`config.mk`:
```
export PLATFORM = sky130hd
export DESIGN_NAME = srsa_ctrl
export DESIGN_NICKNAME = d
export VERILOG_FILES = /design/src/rtl/srsa_pkg.sv /design/src/rtl/srsa_ctrl.sv
export SDC_FILE = /design/constraint.sdc
export NUM_CORES = 1
export LEC_CHECK = 0
export ABC_AREA = 1
export ABC_CLOCK_PERIOD_IN_PS = 1900
export BUFFER_PORTS_ARGS = -buffer_cell sky130_fd_sc_hd__buf_2
export CAP_MARGIN = 20
export CORE_MARGIN = 2
export CORE_UTILIZATION = 25
export CTS_BUF_LIST = sky130_fd_sc_hd__clkbuf_16
export DETAILED_ROUTE_END_ITERATION = 7
export PLACE_DENSITY_LB_ADDON = 0.05
export SETUP_SLACK_MARGIN = 0.02
export SYNTH_ARGS = -nofsm -noshare
export SYNTH_HDL_FRONTEND = slang
export SYNTH_SLANG_ARGS = --single-unit
```
`constraint.sdc`:
```
create_clock -name clk -period 1.9 [get_ports clk]
set_input_delay 0.38 -clock clk [delete_from_list [all_inputs] [get_ports clk]]
set_output_delay 0.38 -clock clk [all_outputs]
set_load 0.01 [all_outputs]
```
`src/rtl/srsa_pkg.sv`:
```
`timescale 1ns / 1ps
package srsa_pkg;

	localparam int ROWS          = 1024;
	localparam int SLOTS         = 16;
	localparam int ROW_AW        = $clog2(ROWS);
	localparam int SLOT_AW       = $clog2(SLOTS);
	localparam int FILL_W        = $clog2(SLOTS + 1);
	localparam int ENT_AW        = $clog2(ROWS * SLOTS);
	localparam int COL_W         = 10;
	localparam int VAL_W         = 32;
	localparam int ENT_W         = COL_W + VAL_W;
	localparam int NZ_W          = 15;
	localparam int BW_W          = 5;
	localparam logic [NZ_W-1:0] NZ_MAX   = {NZ_W{1'b1}};
	localparam logic [BW_W-1:0] BW_RESET = BW_W'(16);

	typedef enum logic [1:0] {
		CMD_CLEAR  = 2'd0,
		CMD_INSERT = 2'd1,
		CMD_READ   = 2'd2
	} cmd_t;

	typedef enum logic [2:0] {
		STS_ACCUMULATED = 3'd0,
		STS_APPENDED    = 3'd1,
		STS_UPPER       = 3'd2,
		STS_DROPPED     = 3'd3,
		STS_READ_OK     = 3'd4,
		STS_READ_EMPTY  = 3'd5,
		STS_CLEARED     = 3'd6
	} status_t;

	typedef enum logic [2:0] {
		RK_CLEAR,
		RK_UPPER,
		RK_DROP,
		RK_EMPTY,
		RK_READ,
		RK_ACC,
		RK_APPEND
	} res_kind_t;

	typedef enum logic [3:0] {
		S_SWEEP,
		S_IDLE,
		S_FILL_RD,
		S_FILL_LAT,
		S_DISPATCH,
		S_SEARCH,
		S_ACC,
		S_ENT_RD,
		S_ENT_WAIT,
		S_RESULT
	} state_t;

	typedef struct packed {
		logic      load_item;
		logic      sweep_start;
		logic      sweep_step;
		logic      fill_rd;
		logic      fill_latch;
		logic      search_start;
		logic      search_step;
		logic      ent_rd;
		logic      acc_latch;
		logic      acc_write;
		logic      append_write;
		logic      res_load;
		res_kind_t res_kind;
		logic      out_push;
	} dp_cmd_t;

	typedef struct packed {
		logic [1:0] cmd;
		logic       in_range;
		logic       upper;
		logic       slot_ok;
		logic       row_full;
		logic       match;
		logic       search_done;
		logic       sweep_last;
		logic       out_free;
	} dp_sts_t;

	// signed add that clamps to the 32-bit range
	function automatic logic [VAL_W-1:0] sat_add(input logic [VAL_W-1:0] a,
			input logic [VAL_W-1:0] b);
		logic [VAL_W-1:0] s;
		s = a + b;
		if ((a[VAL_W-1] == b[VAL_W-1]) && (s[VAL_W-1] != a[VAL_W-1])) begin
			s = a[VAL_W-1] ? {1'b1, {(VAL_W-1){1'b0}}} : {1'b0, {(VAL_W-1){1'b1}}};
		end
		return s;
	endfunction

endpackage

```
`src/rtl/srsa_ctrl.sv`:
```
`timescale 1ns / 1ps
module srsa_ctrl (
	input  logic              clk,
	input  logic              arst_n,
	input  logic              s_tvalid,
	input  logic [1:0]        in_cmd,
	output logic              s_tready,
	input  srsa_pkg::dp_sts_t sts,
	output srsa_pkg::dp_cmd_t cmd
);

	import srsa_pkg::*;

	state_t state_q, state_d;
	logic   reply_q;
	logic   accept;

	assign s_tready = (state_q == S_IDLE);
	assign accept   = s_tvalid && s_tready;

	always_ff @(posedge clk or negedge arst_n) begin
		if (!arst_n) begin
			state_q <= S_SWEEP;
			reply_q <= 1'b0;
		end else begin
			state_q <= state_d;
			if (accept && in_cmd == CMD_CLEAR) begin
				reply_q <= 1'b1;
			end else if (state_q == S_SWEEP && sts.sweep_last) begin
				reply_q <= 1'b0;
			end
		end
	end

	always_comb begin
		state_d = state_q;
		unique case (state_q)
			S_SWEEP: begin
				if (sts.sweep_last) begin
					state_d = reply_q ? S_RESULT : S_IDLE;
				end
			end
			S_IDLE: begin
				if (accept) begin
					if (in_cmd == CMD_CLEAR) begin
						state_d = S_SWEEP;
					end else if (in_cmd == CMD_INSERT || in_cmd == CMD_READ) begin
						state_d = S_FILL_RD;
					end
				end
			end
			S_FILL_RD:  state_d = S_FILL_LAT;
			S_FILL_LAT: state_d = S_DISPATCH;
			S_DISPATCH: begin
				if (sts.cmd == CMD_INSERT) begin
					state_d = (!sts.in_range || sts.upper) ? S_RESULT : S_SEARCH;
				end else begin
					state_d = (sts.in_range && sts.slot_ok) ? S_ENT_RD : S_RESULT;
				end
			end
			S_SEARCH: begin
				if (sts.match) begin
					state_d = S_ACC;
				end else if (sts.search_done) begin
					state_d = S_RESULT;
				end
			end
			S_ACC:      state_d = S_RESULT;
			S_ENT_RD:   state_d = S_ENT_WAIT;
			S_ENT_WAIT: state_d = S_RESULT;
			S_RESULT: begin
				if (sts.out_free) begin
					state_d = S_IDLE;
				end
			end
			default:    state_d = S_IDLE;
		endcase
	end

	always_comb begin
		cmd = '0;
		cmd.load_item = accept;
		unique case (state_q)
			S_SWEEP: cmd.sweep_step = 1'b1;
			S_IDLE: begin
				if (accept && in_cmd == CMD_CLEAR) begin
					cmd.sweep_start = 1'b1;
					cmd.res_load    = 1'b1;
					cmd.res_kind    = RK_CLEAR;
				end
			end
			S_FILL_RD:  cmd.fill_rd = 1'b1;
			S_FILL_LAT: cmd.fill_latch = 1'b1;
			S_DISPATCH: begin
				if (sts.cmd == CMD_INSERT) begin
					if (!sts.in_range) begin
						cmd.res_load = 1'b1;
						cmd.res_kind = RK_DROP;
					end else if (sts.upper) begin
						cmd.res_load = 1'b1;
						cmd.res_kind = RK_UPPER;
					end else begin
						cmd.search_start = 1'b1;
					end
				end else if (!(sts.in_range && sts.slot_ok)) begin
					cmd.res_load = 1'b1;
					cmd.res_kind = RK_EMPTY;
				end
			end
			S_SEARCH: begin
				if (sts.match) begin
					cmd.acc_latch = 1'b1;
				end else if (sts.search_done) begin
					cmd.res_load = 1'b1;
					if (sts.row_full) begin
						cmd.res_kind = RK_DROP;
					end else begin
						cmd.append_write = 1'b1;
						cmd.res_kind     = RK_APPEND;
					end
				end else begin
					cmd.search_step = 1'b1;
				end
			end
			S_ACC: begin
				cmd.acc_write = 1'b1;
				cmd.res_load  = 1'b1;
				cmd.res_kind  = RK_ACC;
			end
			S_ENT_RD:   cmd.ent_rd = 1'b1;
			S_ENT_WAIT: begin
				cmd.res_load = 1'b1;
				cmd.res_kind = RK_READ;
			end
			S_RESULT:   cmd.out_push = sts.out_free;
			default:    cmd.out_push = 1'b0;
		endcase
	end

endmodule

```
# == Word-level counts from Yosys, hierarchy flattened ==
# Index checks and enable logic that the tools add are counted.
# totals
regBits,5
latchBits,0
ram_bits,0
mem_bits_ro,0
in_bits,15
output_inout_bits,17
wordCells,73
n_memories,0
# classes
addsub,0
n_mul,0
n_div,0
order_cmp,0
n_eq_ne,17
shift,0
n_mux,42
bitwise_logic,0
n_reduce_logical,12
# op_table
cell,count
$mux 4,16
$pmux 4 s9,1
$mux 1,21
$pmux 4 s5,1
$eq 4x3->1 const B,4
$mux 5,2
$eq 4x2->1 const B,2
$eq 4x4->1 const B,2
$reduce_and 5->1,1
$eq 2x1->1 const B,2
$eq 4x1->1 const B,1
$logic_and 1x1->1,4
$logic_not 4->1,1
$ne 2x2->1 const B,2
$mux 3,1
$ne 3x1->1 const B,1
$ne 3x3->1 const B,1
$eq 2x2->1 const B,1
$logic_not 2->1,1
$logic_or 1x1->1,2
$ne 2x1->1 const B,1
$reduce_bool 2->1,1
$reduce_or 2->1,1
$logic_not 1->1,1

# == Longest topological paths before layout ==
# depth
depth_word,6
depth_mapped,9
depth_no_buf,9

# == Least setup slack after synthesis ==
# OpenSTA, ideal clock, no wires.
# synth_path
kind,reg-to-output
start,reg state_q[3]
end,out cmd[4] in the netlist's numbering
arrival_time_ns,1.096
required_ns,1.520
setup_slack_ns,0.424
stages_incl_launch_ff,6
path_buffers,0
cell_sequence,dfrtp_1 > nor2_4 > inv_2 > nor2_4 > nand3_1 > nand4_1
# synth_rtl
item,line_no,source
start: declaration,srsa_ctrl.sv:14,"state_t state_q, state_d;"
start signal: assignment,srsa_ctrl.sv:26,state_q <= state_d;
end: declaration,srsa_ctrl.sv:9,output srsa_pkg::dp_cmd_t cmd

==> results.sh <==
export IMPL_place_ws_ns=0.221
export IMPL_totalWireLength_mm=1.88
export IMPL_rsz0062_at_grt="yes"
export IMPL_syn_avg_cell_area_um2=5.78
export IMPL_worstHoldPathCells=3
export IMPL_r2r_start="state_q[1]"
export IMPL_rr_worst_depth=8
export IMPL_postLayoutCoreUtil_pct=38.4
export IMPL_clk_pin_slew_ns=0.03
export IMPL_critPathBufInv=2
export IMPL_crit_top_cell="nor2_4"
export IMPL_synth_nets=131
export IMPL_register_area_um2=129
export IMPL_die_height_um=55.6
export IMPL_cts_sinks=5
export IMPL_grt_pass1_wl_mm=3.31
export IMPL_max_cap_violations=0
export IMPL_p_leak_uw=0.000637
export IMPL_start_util_pct=26.6
export IMPL_ys_types=20
export IMPL_relSlewSlack_pct=81.9
export IMPL_drt_initial_drc_count=14
export IMPL_multi_input_area_um2=433
export IMPL_hp_class="input pin to register"
export IMPL_tightest_slew_ns=0.270
export IMPL_synth_fa_ha_area_share_pct=1.88
export IMPL_diodes=0
export IMPL_synth_xor_area_share_pct=0
export IMPL_fillers=276
export IMPL_wire_per_inst_um=10.4
export IMPL_path_class="register to output pin"
export IMPL_portBuffers=31
export IMPL_synth_top_family_by_area="simple AND/OR/NAND/NOR gates"
export IMPL_hold_start="s_tvalid"
export IMPL_critPathArrivalTime_ns=1.39
export IMPL_clk_latency_ns=0.23
export IMPL_r2r_setup_slack_ns=0.60
export IMPL_clock_path_buffers=2
export IMPL_grt_max_degree=8
export IMPL_post_route_min_period_ns=1.77
export IMPL_grt_overflow_total=0
export IMPL_timing_fmax_mhz=565
export IMPL_timing_rr_end="state_q[3]"
export IMPL_slowest_stage="dfrtp_2"
export IMPL_min_period_over_period_pct=93.1
export IMPL_hold_violations=0
export IMPL_antenna_found_initial=0
export IMPL_vias=766
export IMPL_crit_fanout=6
export IMPL_yosys_area_share_simple_pct=56.7
export IMPL_fin_setup_tns_ns=0
export IMPL_slowest_delay_ns=0.44
export IMPL_synth_seq_area_share_pct=18.8
export IMPL_drive_gt1_share_pct=41.7
export IMPL_rows=18
export IMPL_cp_required_ns=1.52
export IMPL_avgViaCountPerCell=4.23
export IMPL_area_growth_pct=44.4
export IMPL_syn_inst=115
export IMPL_slew_viol_final=0
export IMPL_ys_seq_elements=5
export IMPL_drc=0
export IMPL_cts_made_buffers=3
export IMPL_setup_viol=0
export IMPL_crit_chain="inv_2 > nor2_4 > nand2_4 > nor2_4 > nand2_2 > o21ai_1 > buf_2"
export IMPL_cts_root_buffer_cell="clkbuf_16"
export IMPL_drtAntennaViolNets=0
export IMPL_dr_pass1_iters=4
export IMPL_clock_skew_ns=0.000990
export IMPL_syn_cell_area_um2=664
export IMPL_status="complete, no violations"
export IMPL_ios=32
export IMPL_power_per_cell_area_mw_per_mm2=1380
export IMPL_cp_top_family="flip-flops"
export IMPL_critPathLaunchType="register"
export IMPL_synth_compound_area_share_pct=5.08
export IMPL_grt_pass1_vias=747
export IMPL_place_hpwl_mm=1.63
export IMPL_fin_ws_ns=0.131
export IMPL_critPathCaptureType="output pin"
export IMPL_grt_total_usage_pct=13.4
export IMPL_tritoncts="yes"
export IMPL_finalNetCount=168
export IMPL_ys_warnings_count=0
export IMPL_fp_dieW_um=55.6
export IMPL_finalWeightedCongestion=0.776
export IMPL_ctsHtreeMaxLevel=1
export IMPL_die_area_mm2=0.00309
export IMPL_worstHoldEndpoint="reply_q"
export IMPL_core_mm2=0.00250
export IMPL_synthMuxAreaShare_pct=0
export IMPL_vdd_drop_max_uv=598
export IMPL_fin_cells=181
export IMPL_place_inst=176
[routing by layer]
layer / track usage, % / part of all wire [%] / up-vias
met5: 0 / 0 / -
met2: 21.3 / 49 / 18
met4: 4.18 / 0 / 0
li1: - / - / 419
met1: 18.0 / 46 / 329
met3: 2.81 / 4.4 / 0
[worst min-delay path, stage by stage]
cell and delay, ns:
buf_2 0.11, nand3_2 0.10, nand2_1 0.06
[flip-flops by register name, summed over array words and instances (netlist names)]
register and cells:
state_q 4, reply_q 1
[how the worst max path moves through the flow]
stage / endpoint / cells after the start / start
final: cmd[3] / 7 / state_q[0]
after global routing: cmd[3] / 7 / state_q[0]
after CTS: cmd[3] / 7 / state_q[0]
after detailed placement: cmd[4] / 6 / state_q[0]
after global placement: cmd[1] / 6 / state_q[0]
after floorplan: cmd[4] / 5 / state_q[3]
[layout by cell type, fill, tap and decap left out, types with 3 or more instances in the layout]
cell type  netlist  final
inv_2            7      7
nand2_2          6      6
buf_2            0     31
o21ai_1          3      3
nand3_1          9      8
nand2_1         31     31
nor2_1          11     11
nor2_4           6      7
nand4_1          3      3
dfrtp_2          0      3
clkbuf_16        0      3
inv_1           22     23
[cell usage after synthesis]
master	n	area, um^2
a21oi_1	1	5.00
buf_4	1	7.51
dfrtp_1	5	125
ha_1	1	12.5
inv_1	22	82.6
inv_2	7	26.3
nand2_1	31	116
nand2_2	6	37.5
nand2_4	1	11.3
nand3_1	9	45.0
nand3_2	1	10.0
nand4_1	3	18.8
nor2_1	11	41.3
nor2_2	2	12.5
nor2_4	6	67.6
nor3_1	2	10.0
nor4_1	1	6.26
o21ai_0	1	5.00
o21ai_1	3	15.0
o21ai_2	1	8.76
[report_power, final]
part / internal, uW / switching, uW
clock network: 273 / 70.3
logic: 277 / 470
registers: 157 / 73.3
total: 707 / 614
[metrics by stage]
| step | area, um^2 | total power, uW | hold slack (ns) |
|---|---|---|---|
| 6_report | 960 | 1320 | 0.465 |
| 4_1_cts | 956 | 1340 | 0.474 |
| 2_1_floorplan | 664 | 748 | 0.0844 |
| 5_1_grt | 960 | 1460 | 0.493 |
| 3_5_place_dp | 857 | 966 | 0.201 |
| 3_3_place_gp | 857 | 984 | 0.198 |
[area by class of cell]
cell class                 instances  share of cell area [%]
multi-input combinational         80                    45.1
inverter                          29                    11.3
clock buffer                       3                    7.82
clock inverter                     1                   0.391
timing repair buffer              33                    18.0
sequential                         5                    13.4
tap                               30                    3.91
[cells by family (layout without fill, tap and decap cells)]
kind of cell / count (synthesis) / in the layout
flip-flops: 5 / 5
adder cells (fa/ha/maj): 1 / 1
AND/OR/NAND/NOR: 73 / 73
AO/OA/AOI/OAI: 6 / 6
buffers and inverters: 30 / 66
[what timing repair did]
action,4_1_cts,5_1_grt
pin swaps,0,1
buffers inserted,0,0
hold buffers,1,0
gates resized for setup,2,3
endpoints found under the setup margin,3,5
hold endpoints to repair,5,0
No activity file was read; power rests on OpenSTA's default activity.
